==> src/design/anc_pkg.sv <==
`timescale 1ns / 1ps

package anc_pkg;

   // Width of the divisor sum on the result port.
   localparam int SUM_WIDTH = 36;

   // Search radius register.
   localparam int RADIUS_WIDTH = 8;
   localparam logic [RADIUS_WIDTH-1:0] RADIUS_RESET = 8'd3;

   // Command codes.
   localparam logic CMD_PAIR   = 1'b0;
   localparam logic CMD_SEARCH = 1'b1;

   typedef enum logic [2:0] {
      ST_IDLE,
      ST_SUM_A,
      ST_CHECK,
      ST_SUM_B,
      ST_FINISH
   } anc_state_type;

   typedef enum logic [1:0] {
      SUM_IDLE,
      SUM_TEST,
      SUM_WAIT
   } anc_sum_state_type;

endpackage

==> src/design/anc_divider.sv <==
`timescale 1ns / 1ps

module anc_divider #(
   parameter int WIDTH = 21
) (
   input  logic             clock,
   input  logic             reset,
   input  logic             start,
   input  logic [WIDTH-1:0] dividend,
   input  logic [WIDTH-1:0] divisor,
   output logic             done,
   output logic [WIDTH-1:0] quotient,
   output logic [WIDTH-1:0] remainder
);

   localparam int CNT_W = $clog2(WIDTH + 1);

   logic             run_ff, run_in;
   logic             done_ff, done_in;
   logic [CNT_W-1:0] count_ff, count_in;
   logic [WIDTH-1:0] quo_ff, quo_in;
   logic [WIDTH-1:0] rem_ff, rem_in;
   logic [WIDTH-1:0] div_ff, div_in;
   logic [WIDTH:0]   shifted;
   logic [WIDTH:0]   diff;

   // One restoring step per cycle: the dividend shifts out of the quotient
   // register into the partial remainder as the quotient bits shift in.
   always_comb begin
      shifted  = {rem_ff, quo_ff[WIDTH-1]};
      diff     = shifted - {1'b0, div_ff};
      run_in   = run_ff;
      done_in  = 1'b0;
      count_in = count_ff;
      quo_in   = quo_ff;
      rem_in   = rem_ff;
      div_in   = div_ff;
      if (start) begin
         run_in   = 1'b1;
         count_in = CNT_W'(WIDTH);
         quo_in   = dividend;
         rem_in   = '0;
         div_in   = divisor;
      end else if (run_ff) begin
         if (shifted >= {1'b0, div_ff}) begin
            rem_in = diff[WIDTH-1:0];
            quo_in = {quo_ff[WIDTH-2:0], 1'b1};
         end else begin
            rem_in = shifted[WIDTH-1:0];
            quo_in = {quo_ff[WIDTH-2:0], 1'b0};
         end
         count_in = count_ff - CNT_W'(1);
         if (count_ff == CNT_W'(1)) begin
            run_in  = 1'b0;
            done_in = 1'b1;
         end
      end
   end

   always_ff @(posedge clock) begin
      if (reset) begin
         run_ff   <= 1'b0;
         done_ff  <= 1'b0;
         count_ff <= '0;
      end else begin
         run_ff   <= run_in;
         done_ff  <= done_in;
         count_ff <= count_in;
      end
   end

   always_ff @(posedge clock) begin
      quo_ff <= quo_in;
      rem_ff <= rem_in;
      div_ff <= div_in;
   end

   assign done      = done_ff;
   assign quotient  = quo_ff;
   assign remainder = rem_ff;

endmodule

==> src/design/anc_divsum.sv <==
`timescale 1ns / 1ps

module anc_divsum #(
   parameter int OP_W  = 21,
   parameter int ACC_W = 25
) (
   input  logic             clock,
   input  logic             reset,
   input  logic             start,
   input  logic [OP_W-1:0]  value,
   output logic             done,
   output logic [ACC_W-1:0] result
);

   localparam int SQ_W = OP_W + 2;

   anc_pkg::anc_sum_state_type state_ff, state_in;

   logic [OP_W-1:0]  v_ff, v_in;
   logic [OP_W-1:0]  d_ff, d_in;
   logic [SQ_W-1:0]  sq_ff, sq_in;
   logic [ACC_W-1:0] total_ff, total_in;
   logic [ACC_W-1:0] result_ff, result_in;
   logic             done_ff, done_in;
   logic             div_start;
   logic             div_done;
   logic [OP_W-1:0]  quotient;
   logic [OP_W-1:0]  remainder;

   anc_divider #(
      .WIDTH(OP_W)
   ) u_divider (
      .clock    (clock),
      .reset    (reset),
      .start    (div_start),
      .dividend (v_ff),
      .divisor  (d_ff),
      .done     (div_done),
      .quotient (quotient),
      .remainder(remainder)
   );

   // Trial division up to the square root: each divisor d found also gives
   // its cofactor v/d. The square of d is kept by adding 2d+1 each step, and
   // v itself is taken off the total at the end.
   always_comb begin
      state_in  = state_ff;
      v_in      = v_ff;
      d_in      = d_ff;
      sq_in     = sq_ff;
      total_in  = total_ff;
      result_in = result_ff;
      done_in   = 1'b0;
      div_start = 1'b0;
      unique case (state_ff)
         anc_pkg::SUM_IDLE: begin
            if (start) begin
               v_in     = value;
               d_in     = OP_W'(1);
               sq_in    = SQ_W'(1);
               total_in = '0;
               if (value < OP_W'(2)) begin
                  result_in = ACC_W'(1);
                  done_in   = 1'b1;
               end else begin
                  state_in = anc_pkg::SUM_TEST;
               end
            end
         end
         anc_pkg::SUM_TEST: begin
            if (sq_ff > SQ_W'(v_ff)) begin
               result_in = total_ff - ACC_W'(v_ff);
               done_in   = 1'b1;
               state_in  = anc_pkg::SUM_IDLE;
            end else begin
               div_start = 1'b1;
               state_in  = anc_pkg::SUM_WAIT;
            end
         end
         anc_pkg::SUM_WAIT: begin
            if (div_done) begin
               if (remainder == '0) begin
                  total_in = total_ff + ACC_W'(d_ff)
                           + ((quotient != d_ff) ? ACC_W'(quotient) : '0);
               end
               sq_in    = sq_ff + SQ_W'({d_ff, 1'b1});
               d_in     = d_ff + OP_W'(1);
               state_in = anc_pkg::SUM_TEST;
            end
         end
         default: state_in = anc_pkg::SUM_IDLE;
      endcase
   end

   always_ff @(posedge clock) begin
      if (reset) begin
         state_ff <= anc_pkg::SUM_IDLE;
         done_ff  <= 1'b0;
      end else begin
         state_ff <= state_in;
         done_ff  <= done_in;
      end
   end

   always_ff @(posedge clock) begin
      v_ff      <= v_in;
      d_ff      <= d_in;
      sq_ff     <= sq_in;
      total_ff  <= total_in;
      result_ff <= result_in;
   end

   assign done   = done_ff;
   assign result = result_ff;

endmodule

==> src/design/amicable_number_checker_top.sv <==
`timescale 1ns / 1ps

// Channel   Ports                                  Handshake
// request   req_command, req_first_value,          start high while busy low
//           req_second_value
// response  rsp_is_amicable, rsp_first_divisor_sum rsp_strobe, one cycle each
// csr       csr_search_radius                      csr_valid and csr_ready
//
// A divisor sum of v takes about floor(sqrt(v)) trial divisions on the one
// shared restoring divider (OP_W is one bit wider than the wider of
// VALUE_WIDTH and the radius), each followed by a step of loop control; a
// transaction needs one or two such sums.
// The synchronous reset clears the control state and sets the search radius
// to three. The receiver cannot stall: each result shows for one cycle.
module amicable_number_checker_top #(
   parameter int VALUE_WIDTH = 20
) (
   input  logic                                clock,
   input  logic                                reset,
   input  logic                                start,
   output logic                                busy,
   input  logic                                req_command,
   input  logic [VALUE_WIDTH-1:0]              req_first_value,
   input  logic [VALUE_WIDTH-1:0]              req_second_value,
   output logic                                rsp_strobe,
   output logic                                rsp_is_amicable,
   output logic [anc_pkg::SUM_WIDTH-1:0]       rsp_first_divisor_sum,
   input  logic                                csr_valid,
   output logic                                csr_ready,
   input  logic [anc_pkg::RADIUS_WIDTH-1:0]    csr_search_radius
);

   // In a search the second sum may be taken of a value up to first_value + radius.
   localparam int OP_W  = ((VALUE_WIDTH > anc_pkg::RADIUS_WIDTH) ?
                           VALUE_WIDTH : anc_pkg::RADIUS_WIDTH) + 1;
   localparam int ACC_W = OP_W + 4;

   anc_pkg::anc_state_type state_ff, state_in;

   logic                             cmd_ff, cmd_in;
   logic [VALUE_WIDTH-1:0]           a_ff, a_in;
   logic [VALUE_WIDTH-1:0]           b_ff, b_in;
   logic [ACC_W-1:0]                 sa_ff, sa_in;
   logic [anc_pkg::RADIUS_WIDTH-1:0] radius_ff, radius_in;
   logic                             strobe_ff, strobe_in;
   logic                             hit_ff, hit_in;
   logic [anc_pkg::SUM_WIDTH-1:0]    sum_out_ff, sum_out_in;
   logic                             sum_start;
   logic [OP_W-1:0]                  sum_value;
   logic                             sum_done;
   logic [ACC_W-1:0]                 sum_result;
   logic [ACC_W-1:0]                 a_ext;
   logic [ACC_W-1:0]                 r_ext;
   logic [ACC_W-1:0]                 lo;
   logic [ACC_W-1:0]                 hi;
   logic [63:0]                      sa_wide;

   anc_divsum #(
      .OP_W (OP_W),
      .ACC_W(ACC_W)
   ) u_divsum (
      .clock (clock),
      .reset (reset),
      .start (sum_start),
      .value (sum_value),
      .done  (sum_done),
      .result(sum_result)
   );

   assign a_ext   = ACC_W'(a_ff);
   assign r_ext   = ACC_W'(radius_ff);
   assign hi      = a_ext + r_ext;
   assign sa_wide = 64'(sa_ff);

   always_comb begin
      lo = (a_ext > r_ext) ? (a_ext - r_ext) : '0;
      if (lo < ACC_W'(1)) begin
         lo = ACC_W'(1);
      end
   end

   assign radius_in = (csr_valid && csr_ready) ? csr_search_radius : radius_ff;

   always_comb begin
      state_in   = state_ff;
      cmd_in     = cmd_ff;
      a_in       = a_ff;
      b_in       = b_ff;
      sa_in      = sa_ff;
      hit_in     = hit_ff;
      strobe_in  = 1'b0;
      sum_out_in = sum_out_ff;
      sum_start  = 1'b0;
      sum_value  = OP_W'(req_first_value);
      unique case (state_ff)
         anc_pkg::ST_IDLE: begin
            if (start) begin
               cmd_in    = req_command;
               a_in      = req_first_value;
               b_in      = req_second_value;
               hit_in    = 1'b0;
               sum_start = 1'b1;
               state_in  = anc_pkg::ST_SUM_A;
            end
         end
         anc_pkg::ST_SUM_A: begin
            if (sum_done) begin
               sa_in    = sum_result;
               state_in = anc_pkg::ST_CHECK;
            end
         end
         anc_pkg::ST_CHECK: begin
            // Only c = s(a) can satisfy s(a) == c, so one more sum settles it.
            if (cmd_ff == anc_pkg::CMD_PAIR) begin
               sum_value = OP_W'(b_ff);
               if (sa_ff == ACC_W'(b_ff)) begin
                  sum_start = 1'b1;
                  state_in  = anc_pkg::ST_SUM_B;
               end else begin
                  state_in = anc_pkg::ST_FINISH;
               end
            end else begin
               sum_value = sa_ff[OP_W-1:0];
               if ((sa_ff >= lo) && (sa_ff <= hi)) begin
                  sum_start = 1'b1;
                  state_in  = anc_pkg::ST_SUM_B;
               end else begin
                  state_in = anc_pkg::ST_FINISH;
               end
            end
         end
         anc_pkg::ST_SUM_B: begin
            if (sum_done) begin
               hit_in   = (sum_result == a_ext);
               state_in = anc_pkg::ST_FINISH;
            end
         end
         anc_pkg::ST_FINISH: begin
            strobe_in  = 1'b1;
            sum_out_in = sa_wide[anc_pkg::SUM_WIDTH-1:0];
            state_in   = anc_pkg::ST_IDLE;
         end
         default: state_in = anc_pkg::ST_IDLE;
      endcase
   end

   always_ff @(posedge clock) begin
      if (reset) begin
         state_ff  <= anc_pkg::ST_IDLE;
         strobe_ff <= 1'b0;
         radius_ff <= anc_pkg::RADIUS_RESET;
      end else begin
         state_ff  <= state_in;
         strobe_ff <= strobe_in;
         radius_ff <= radius_in;
      end
   end

   always_ff @(posedge clock) begin
      cmd_ff     <= cmd_in;
      a_ff       <= a_in;
      b_ff       <= b_in;
      sa_ff      <= sa_in;
      hit_ff     <= hit_in;
      sum_out_ff <= sum_out_in;
   end

   assign busy                  = (state_ff != anc_pkg::ST_IDLE);
   assign csr_ready             = !busy;
   assign rsp_strobe            = strobe_ff;
   assign rsp_is_amicable       = hit_ff;
   assign rsp_first_divisor_sum = sum_out_ff;

   // A transaction ends only by handing out its result.
   a_busy_ends_with_result: assert property (@(posedge clock) disable iff (reset)
      ($fell(busy) && !$past(reset)) |-> rsp_strobe)
      else $error("busy fell without a result strobe");

   // Each transaction gives a single result.
   a_single_strobe: assert property (@(posedge clock) disable iff (reset)
      rsp_strobe |=> !rsp_strobe)
      else $error("result strobe held for more than one cycle");

   // A result follows a busy period.
   a_strobe_after_busy: assert property (@(posedge clock) disable iff (reset)
      rsp_strobe |-> $past(busy))
      else $error("result strobe without a transaction in progress");

endmodule

==> config.mk <==
export PLATFORM = sky130hd
export DESIGN_NAME = amicable_number_checker_top
export DESIGN_NICKNAME = d
export VERILOG_FILES = /design/src/design/anc_pkg.sv /design/src/design/anc_divider.sv /design/src/design/anc_divsum.sv /design/src/design/amicable_number_checker_top.sv
export SDC_FILE = /design/constraint.sdc
export NUM_CORES = 1
export LEC_CHECK = 0
export ABC_AREA = 1
export BUFFER_PORTS_ARGS = -buffer_cell sky130_fd_sc_hd__buf_2
export CAP_MARGIN = 20
export CORE_ASPECT_RATIO = 0.7
export CORE_MARGIN = 4
export CORE_UTILIZATION = 40
export CTS_BUF_LIST = sky130_fd_sc_hd__clkbuf_4 sky130_fd_sc_hd__clkbuf_8
export DETAILED_ROUTE_END_ITERATION = 10
export GPL_ROUTABILITY_DRIVEN = 0
export MAX_ROUTING_LAYER = met4
export RECOVER_POWER = 25
export REMOVE_ABC_BUFFERS = 1
export SKIP_LAST_GASP = 1
export SYNTH_ARGS = -nofsm -noshare
export SYNTH_HDL_FRONTEND = slang
export SYNTH_SLANG_ARGS = --single-unit
==> constraint.sdc <==
create_clock -name clock -period 9.7 [get_ports clock]
set_input_delay 1.455 -clock clock [delete_from_list [all_inputs] [get_ports clock]]
set_output_delay 1.455 -clock clock [all_outputs]
set_load 0.005 [all_outputs]
Yosys cells after proc, flatten, opt, wreduce, memory -nomap -nowiden
Cells that the tools add are included.

storage, ports and cells
  register bits after elaboration = 292

cells by class
  add/subtract/negate cells = 9
  magnitude comparators = 7
  equality and inequality tests = 19
  mux-type cells = 56
  bitwise logic cells = 1
  reduce and logical (&&, ||, !) cells = 22

operator list
  operator                                                      count
  2-to-1 mux 25 bit                                             8
  2-to-1 mux 21 bit                                             8
  one-hot mux 25 bit (2 select lines)                           2
  equality test 25 x 20 -> 1 bit                                2
  2-to-1 mux 23 bit                                             2
  one-hot mux 23 bit (2 select lines)                           1
  one-hot mux 21 bit (2 select lines)                           1
  adder 25 x 21 -> 25 bit                                       1
  adder 25 bit                                                  1
  >= comparator 25 bit                                          1
  less-or-equal comparator 25 x 21 -> 1 bit                     1
  less-than comparator 25 x 1 -> 1 bit (second input constant)  1
  subtractor 25 x 21 -> 25 bit                                  1
  adder 23 x 22 -> 23 bit                                       1
  greater-than comparator 23 x 21 -> 1 bit                      1
  >= comparator 22 x 21 -> 1 bit                                1
  adder 20 x 8 -> 21 bit                                        1
  adder 21 x 1 -> 21 bit (second input constant)                1
  logical NOT 21 bit                                            1
  less-than comparator 21 x 2 -> 1 bit (second input constant)  1
  != test 21 bit                                                1
  subtractor 20 x 8 -> 21 bit                                   1
  subtractor 21 bit                                             1
  greater-than comparator 20 x 8 -> 1 bit                       1
  other kinds (28)                                              73

Logic depth before layout (Yosys ltp)
Gate-level depths: netlist of the first run.

  word-level depth = 11
  gate-level depth with buffers = 32

By module
A second synthesis of the first run with hierarchy kept.

unflattened totals
  cell total of the unflattened synthesis = 2796
  area, all modules = 21707.1 um^2

modules (own cells, without submodules)
  module                       instances  cells each  area each (um^2)  seq. area each (um^2)
  anc_divsum                   1          1387        10246.1           3513.4
  amicable_number_checker_top  1          823         7029.2            3002.9
  anc_divider                  1          586         4431.8            1821.7

Least setup slack after synthesis of the first run
Ideal clock, no wire load.

  path type = reg-to-reg
  start = register a_ff[1]
  end = register u_divsum.total_ff[0], enable pin
  library setup time = 0.407 ns
  arrival = 4.148 ns
  required time = 9.293 ns
  setup slack = 5.145 ns
  stages on the path, launching flop included = 25
  path buffers = 0
  period minus slack after synthesis = 4.555 ns
  cells stage by stage = edfxtp_1 > ha_1 > inv_1 > nand3_1 > nand2_1 > a21boi_1 > o21ai_2 > nand2_1 > a21boi_2 > nand3_1 > o21ai_0 > o21ai_1 > ha_1 > nand2_1 > nor2_1 > nand4_1 > nor2_1 > nand4_1 > nand2_1 > nand2_1 > nand2_1 > nand3_1 > nand3_1 > nand2_1 > nor2_1

on the way
  cells in the longest elaborated chain, start to end = 11

ends and longest elaborated chain
  element                                                                                        RTL line                            source
  start: declaration                                                                             amicable_number_checker_top.sv:41   logic [VALUE_WIDTH-1:0] a_ff, a_in;
  start signal: assignment                                                                       amicable_number_checker_top.sv:161  a_ff <= a_in;
  subtractor 20 x 8 -> 21 bit / greater-than comparator 20 x 8 -> 1 bit (equally long branches)  amicable_number_checker_top.sv:76   lo = (a_ext > r_ext) ? (a_ext - r_ext) : '0;
  2-to-1 mux 25 bit                                                                              amicable_number_checker_top.sv:76
  less-than comparator 25 x 1 -> 1 bit                                                           amicable_number_checker_top.sv:77   if (lo < ACC_W'(1)) begin
  2-to-1 mux 25 bit                                                                              amicable_number_checker_top.sv:77
  >= comparator 25 bit                                                                           amicable_number_checker_top.sv:124  if ((sa_ff >= lo) && (sa_ff <= hi)) begin
  logical AND 1 bit (*)                                                                          amicable_number_checker_top.sv:124
  2-to-1 mux 1 bit (*)                                                                           amicable_number_checker_top.sv:124
  2-to-1 mux 1 bit (*)                                                                           amicable_number_checker_top.sv:114  if (cmd_ff == anc_pkg::CMD_PAIR) begin
  one-hot mux 1 bit (2 select lines) (*)                                                         amicable_number_checker_top.sv:95   unique case (state_ff)
  != test 2 bit (no line) (*)                                                                    n/a
  AND reduction 4 bit (no line) (*)                                                              n/a
  end signal: assignment                                                                         anc_divsum.sv:109                   total_ff <= total_in;
  end: declaration                                                                               anc_divsum.sv:22                    logic [ACC_W-1:0] total_ff, total_in;

Every way passes the cells marked *; elsewhere a longest branch is shown, timed or not.
A chain may end at the register's enable or synchronous reset.

Worst setup path after layout of the first run
  start = register a_ff[1]
  end = register u_divsum.sq_ff[20], enable pin

on the way
  cells in the longest elaborated chain, start to end = 11

ends and longest elaborated chain
  element                                                                                        RTL line                            source
  subtractor 20 x 8 -> 21 bit / greater-than comparator 20 x 8 -> 1 bit (equally long branches)  amicable_number_checker_top.sv:76
  2-to-1 mux 25 bit                                                                              amicable_number_checker_top.sv:76
  less-than comparator 25 x 1 -> 1 bit                                                           amicable_number_checker_top.sv:77
  2-to-1 mux 25 bit                                                                              amicable_number_checker_top.sv:77
  >= comparator 25 bit                                                                           amicable_number_checker_top.sv:124
  logical AND 1 bit (*)                                                                          amicable_number_checker_top.sv:124
  2-to-1 mux 1 bit (*)                                                                           amicable_number_checker_top.sv:124
  2-to-1 mux 1 bit (*)                                                                           amicable_number_checker_top.sv:114
  one-hot mux 1 bit (2 select lines) (*)                                                         amicable_number_checker_top.sv:95
  != test 2 bit (no line) (*)                                                                    n/a
  AND reduction 3 bit (no line) (*)                                                              n/a
  end signal: assignment                                                                         anc_divsum.sv:108                   sq_ff <= sq_in;
  end: declaration                                                                               anc_divsum.sv:21                    logic [SQ_W-1:0] sq_ff, sq_in;

Marked as above.

==> results of run 1 <==
-- final cells by class --
cell class / count / area, µm²
inverter: 298 / 1120
fill: 4849 / 27300
sequential: 292 / 8340
tap: 665 / 832
multi-input combinational: 1741 / 10400
timing repair buffer: 96 / 513
clock buffer: 72 / 903
antenna: 2 / 5.00
clock inverter: 22 / 156
-- path summary, 6_finish.rpt --
path | startpoint | to | slack (ns) | cells past startpoint
hold / removal | u_divsum.result[5] | sa_ff[5] | 0.44 | 0
setup reg to reg | a_ff[1] | u_divsum.sq_ff[20] | 4.48 | 28
hold reg to reg | u_divsum.result[5] | sa_ff[5] | 0.44 | 0
setup / recovery | a_ff[1] | u_divsum.sq_ff[20] | 4.48 | 28
-- cell usage in the layout (no fill, tap or decap), drive strengths merged, types with 12 or more instances in the layout --
cell / n
o21a: 18
a21oi: 216
buf: 76
inv: 297
nor4: 19
nor3: 30
clkinv: 19
a31oi: 12
xnor2: 25
nand4: 46
ha: 170
nand2: 508
o21ai: 173
clkbuf: 92
xor2: 57
nand3: 94
dfxtp: 43
o211ai: 33
fa: 27
nor2: 224
edfxtp: 249
-- registers in the layout, indices dropped and copies added (netlist names), 21 cells and up --
signal,count
u_divsum.u_divider.div_ff,21
u_divsum.d_ff,21
sa_ff,25
u_divsum.total_ff,25
u_divsum.u_divider.quotient,21
u_divsum.sq_ff,23
u_divsum.result,25
u_divsum.v_ff,21
u_divsum.u_divider.remainder,21
rsp_first_divisor_sum,25
-- worst register-to-register path: cells and delay by family, from the launching register on --
kind	cells	cell delay [ns]
simple gates	20	2.54
flops	1	0.55
compound gates	1	0.15
fa+ha+maj	2	0.65
buf+inv	5	0.91
-- per-layer routing --
metal  share of wire [%]  track usage, %  vias up
li1                    -               -     8358
met1                  49            34.6     8218
met2                  38            29.3      765
met3                  10            5.00       89
met4                 2.1            5.53        0
met5                   0               -        -
-- power by group through the flow --
stage / combinational [mW] / clock, mW / sequential [mW]
final: 2.31 / 1.21 / 1.86
after global routing: 2.60 / 1.30 / 1.89
after CTS: 2.25 / 1.25 / 1.86
after detailed placement: 2.24 / 0 / 1.89
after global placement: 2.20 / 0 / 1.88
after floorplan: 1.65 / 0 / 1.80
-- per-stage QoR --
| stage | cells | setup WS [ns] | hold WS [ns] | area [µm²] |
|---|---|---|---|---|
| 6_report | 3188 | 4.48 | 0.437 | 22300 |
| 5_1_grt | 3188 | 4.01 | 0.465 | 22300 |
| 4_1_cts | 3185 | 4.49 | 0.440 | 22300 |
| 3_5_place_dp | 3091 | 4.50 | 0.438 | 21200 |
| 3_3_place_gp | 3090 | 4.66 | 0.436 | 21200 |
| 2_1_floorplan | 2331 | 5.13 | 0.426 | 19800 |
-- cell families after synthesis --
kind of cell	synth area share, %
and+or+nand+nor	20.3
AOI/OAI and AO/OA	14.2
DFF	41.4
buffers and inverters	7.25
adders and majority gates	13.2
xor gates and xnor gates	3.57
other	0.0186
==> flow_metrics.tcl, run 1 <==
set metrics [dict create \
    status "finished, violations left" \
    violations "max-capacitance violations, max-slew violations" \
    drtAntennaViolNets 0 \
    max_slew_margin_pct -60.0 \
    yosysTopAreaCell "edfxtp_1" \
    switchingPower_mw 2.34 \
    path_class "reg -> reg" \
    drive_gt1_share_pct 8.93 \
    die_h_um 196 \
    syn_area_mm2 0.0201 \
    hold_path_class "reg -> reg" \
    synth.most_common_cell "nand2_1" \
    hold_viol_final 0 \
    crit_arrival_ns 5.48 \
    fin_nets 2730 \
    cp_common_cell "nand2_1" \
    fin_util_pct 45.0 \
    p_int_mw 3.05 \
    clock_path_buffers 3 \
    clk_latency_ns 0.65 \
    ys_types 59 \
    cts_setup_buffers 0 \
    grt_pass1_vias 15936 \
    syn_inst 2379 \
    io_buffers 81 \
    critPathMaxFanout 44 \
    tightestPinTransition_ns 2.40 \
    drc 0 \
    critPathCaptureType "flip-flop" \
    antenna_found_initial 1 \
    drt_wl_total_mm 60.4 \
    cp-start-kind "flip-flop" \
    wl_per_cell_um 18.9 \
    via_per_inst 5.47 \
    root_buffer "clkbuf_8" \
    syn_avg_cell_area_um2 8.47 \
    report.final.slew_viol_count 77 \
    switching_share_pct 43.4 \
    clk_pin_slew_worst_paths_ns 0.07 \
    pin_count 93 \
    synth.top_cell.area_share_pct 37.1 \
    power_mw 5.39 \
    worst-path-buf-inv 5 \
    htree_levels 2 \
    overflow 0 \
    setup_tns_ns 0 \
    yosys_warnings 0 \
    p_clk_share_pct 22.5 \
    cap_violations 2 \
    ys_async_sr_fraction_pct 0 \
    rsz0062_at_grt "false" \
    max_stage_delay_ns 0.55 \
    ctsResizeCount 0 \
    synth_area_leaders "edfxtp_1 (37%), ha_1 (11%), nand2_1 (9.4%)" \
    numCtsBuffers 51 \
    setup-violations-final 0 \
    required_ns 9.96 \
    hold_buffers 0 \
    drt_iter0_drc 2057 \
    coreArea_mm2 0.0495 \
    vdd_drop_max_mv 0.104 \
    hpwl_mm 46.8 \
    fin_worst_skew_ns 0.0335 \
    synth-edff-count 249 \
    area_delta_synth_final_pct 10.5 \
    power_leakage_nw 9.72 \
    pwr-share-seq_pct 34.6 \
    cts_tree "built" \
    period_share_pct 53.8 \
    synth_commonest_cells "nand2_1 (502), inv_1 (281), edfxtp_1 (249)" \
    crit_family "simple AND/OR/NAND/NOR gates" \
    p_per_area_mw_per_mm2 242 \
    die-area_mm2 0.0541 \
    ys_ff_latch 292 \
    grt_usage_pct 22.4 \
    initial_core_util_pct 40.7 \
    die_w_um 276 \
    row_count 68 \
    clock_sinks 292 \
    synthFlopType "edfxtp_1" \
    period_needed_ns 5.22 \
    synth-seq-area-share_pct 41.4 \
    cp_slowest_cell "edfxtp_1" \
    fmax_ghz 0.191 \
    vias 17430 \
    grt_pass1_wl_mm 93.3 \
    dr.pass1.iters 6 \
    combinationalPowerShare_pct 42.8 \
    grt_max_degree 51 \
]
No activity file was read; power rests on OpenSTA's default activity.
==> run 2, diff against run 1 <==
==> constraint.sdc (replaced) <==
create_clock -name clock -period 4.38 [get_ports clock]
set_input_delay 0.657 -clock clock [delete_from_list [all_inputs] [get_ports clock]]
set_output_delay 0.657 -clock clock [all_outputs]
set_load 0.005 [all_outputs]
==> flow_metrics.tcl, run 2 (synthesis gave the netlist of run 1 again) <==
set metrics [dict create \
    root_buffer "clkbuf_8" \
    rr_endpoint "u_divsum.total_ff[17]" \
    hpwl_mm 47.8 \
    hold_buffers 0 \
    path_class "reg -> reg" \
    die-area_mm2 0.0541 \
    rsz0062_at_grt "true" \
    grt_pass1_wl_mm 94.0 \
    clk_latency_ns 0.65 \
    reg2reg_depth 25 \
    initial_core_util_pct 40.7 \
    min_path_cells 1 \
    power_mw 12.5 \
    drc 0 \
    row_count 68 \
    violations "max-capacitance violations, max-slew violations" \
    grt_usage_pct 22.8 \
    numCtsBuffers 51 \
    design_area_mm2 0.0232 \
    period_needed_ns 4.22 \
    report.final.slew_viol_count 26 \
    finalNonFillerCells 3285 \
    power_leakage_nw 10.1 \
    final_common_cell "nand2_1" \
    clk_pin_slew_worst_paths_ns 0.07 \
    vias 17716 \
    hold_path_class "in -> reg" \
    max_slew_margin_pct -7.03 \
    rrSetupSlack_ns 0.16 \
    dp_cells 3163 \
    setup-violations-final 0 \
    crit_end "u_divsum.total_ff[17]" \
    drtAntennaViolNets 0 \
    multi_input_area_mm2 0.0106 \
    required_ns 4.73 \
    antenna_found_initial 1 \
    critPathMaxFanout 6 \
    io_buffers 81 \
    startpoint "a_ff[0]" \
    dr.pass1.iters 8 \
    max_stage_delay_ns 0.42 \
    r2r-start "a_ff[0]" \
    status "finished, violations left" \
    cap_violations 1 \
    drive_gt1_share_pct 12.8 \
    hold_slack_ns 0.184 \
    vdd_drop_max_mv 0.225 \
    period_share_pct 96.4 \
    drt_wl_total_mm 62.2 \
    nFillCells 4788 \
    cp_slowest_cell "edfxtp_1" \
    pin_count 93 \
    overflow 0 \
    die_h_um 196 \
    grt_pass1_vias 16088 \
    setup_tns_ns 0 \
    via_per_inst 5.39 \
    fmax_ghz 0.237 \
    drt_iter0_drc 2065 \
    final_cell_mix "nand2_1 (493), inv_1 (277), edfxtp_1 (249)" \
    clock_path_buffers 3 \
    area_delta_synth_final_pct 15.2 \
    cts_tree "built" \
    cp-start-kind "flip-flop" \
    wl_per_cell_um 18.9 \
    clock_sinks 292 \
    grt_max_degree 51 \
    seq_area_mm2 0.00834 \
    critPathCaptureType "flip-flop" \
    hold_viol_final 0 \
    htree_levels 2 \
    cp_common_cell "nand2_2" \
    fin_nets 2823 \
    crit_arrival_ns 4.57 \
    p_per_area_mw_per_mm2 540 \
    placedInstanceArea_mm2 0.0218 \
    coreArea_mm2 0.0495 \
    die_w_um 276 \
    fin_worst_skew_ns 0.0294 \
    tightestPinTransition_ns 1.61 \
]
==> run 2: cell count changes in the layout (fill, tap and decap cells not counted), sizes merged <==
cell    delta
clkbuf    +10
buf       +75
inv        +1
diode      +4
clkinv     +7
==> run 2: worst min-delay path by stage <==
stage | startpoint | slack, ns | to
after floorplan | u_divsum.result[1] | 0.43 | sa_ff[1]
after global placement | u_divsum.result[22] | 0.44 | sa_ff[22]
after detailed placement | u_divsum.result[22] | 0.44 | sa_ff[22]
after CTS | req_second_value[8] | 0.14 | b_ff[8]
after global routing | req_second_value[8] | 0.15 | b_ff[8]
final | req_second_value[8] | 0.18 | b_ff[8]
==> run 2: through the flow <==
stage          util (%)  worst slack [ns]
4_1_cts            46.2           0.00380
5_1_grt            46.9           -0.0857
3_5_place_dp       44.0            -0.164
2_1_floorplan         -            -0.192
6_report           46.9             0.159
3_3_place_gp       44.0          0.000788
==> run 2: metal layers <==
layer  routed length, µm  global-route usage [%]  up-vias
met3                6390                    5.32      107
met1               30800                    35.2     8293
li1                    -                       -     8547
met4                1280                    5.84        0
met5                   0                       -        -
met2               23700                    29.5      769
==> run 2: worst max-delay path: cells and delay by family, from the launching register on <==
kind / cells / cell delay (ns)
simple gates: 15 / 1.80
buf+inv: 6 / 0.66
fa+ha+maj: 3 / 0.91
flops: 1 / 0.42
compound gates: 1 / 0.13
==> run 2: what timing repair did <==
action	CTS	global route
resized for setup	7	52
cloned	1	3
setup buffers	3	15
endpoints found under the setup margin	104	132
pin swaps	2	21
==> run 2: layout make-up <==
cell class	count	area share (%)
diodes	6	0.0647
multi-input cells	1741	45.8
clock buffers	64	3.55
inverters	298	4.84
flip-flops and latches	292	35.9
clock inverters	30	0.825
well taps	665	3.59
repair buffers	189	5.41
==> run 2: report_power, final <==
group / switching [mW] / total, mW / internal (mW) / leakage, nW
sequential: 0.390 / 4.00 / 3.61 / 2.71
combinational: 3.77 / 5.93 / 2.16 / 6.90
clock: 1.25 / 2.61 / 1.36 / 0.535
total: 5.41 / 12.5 / 7.13 / 10.1
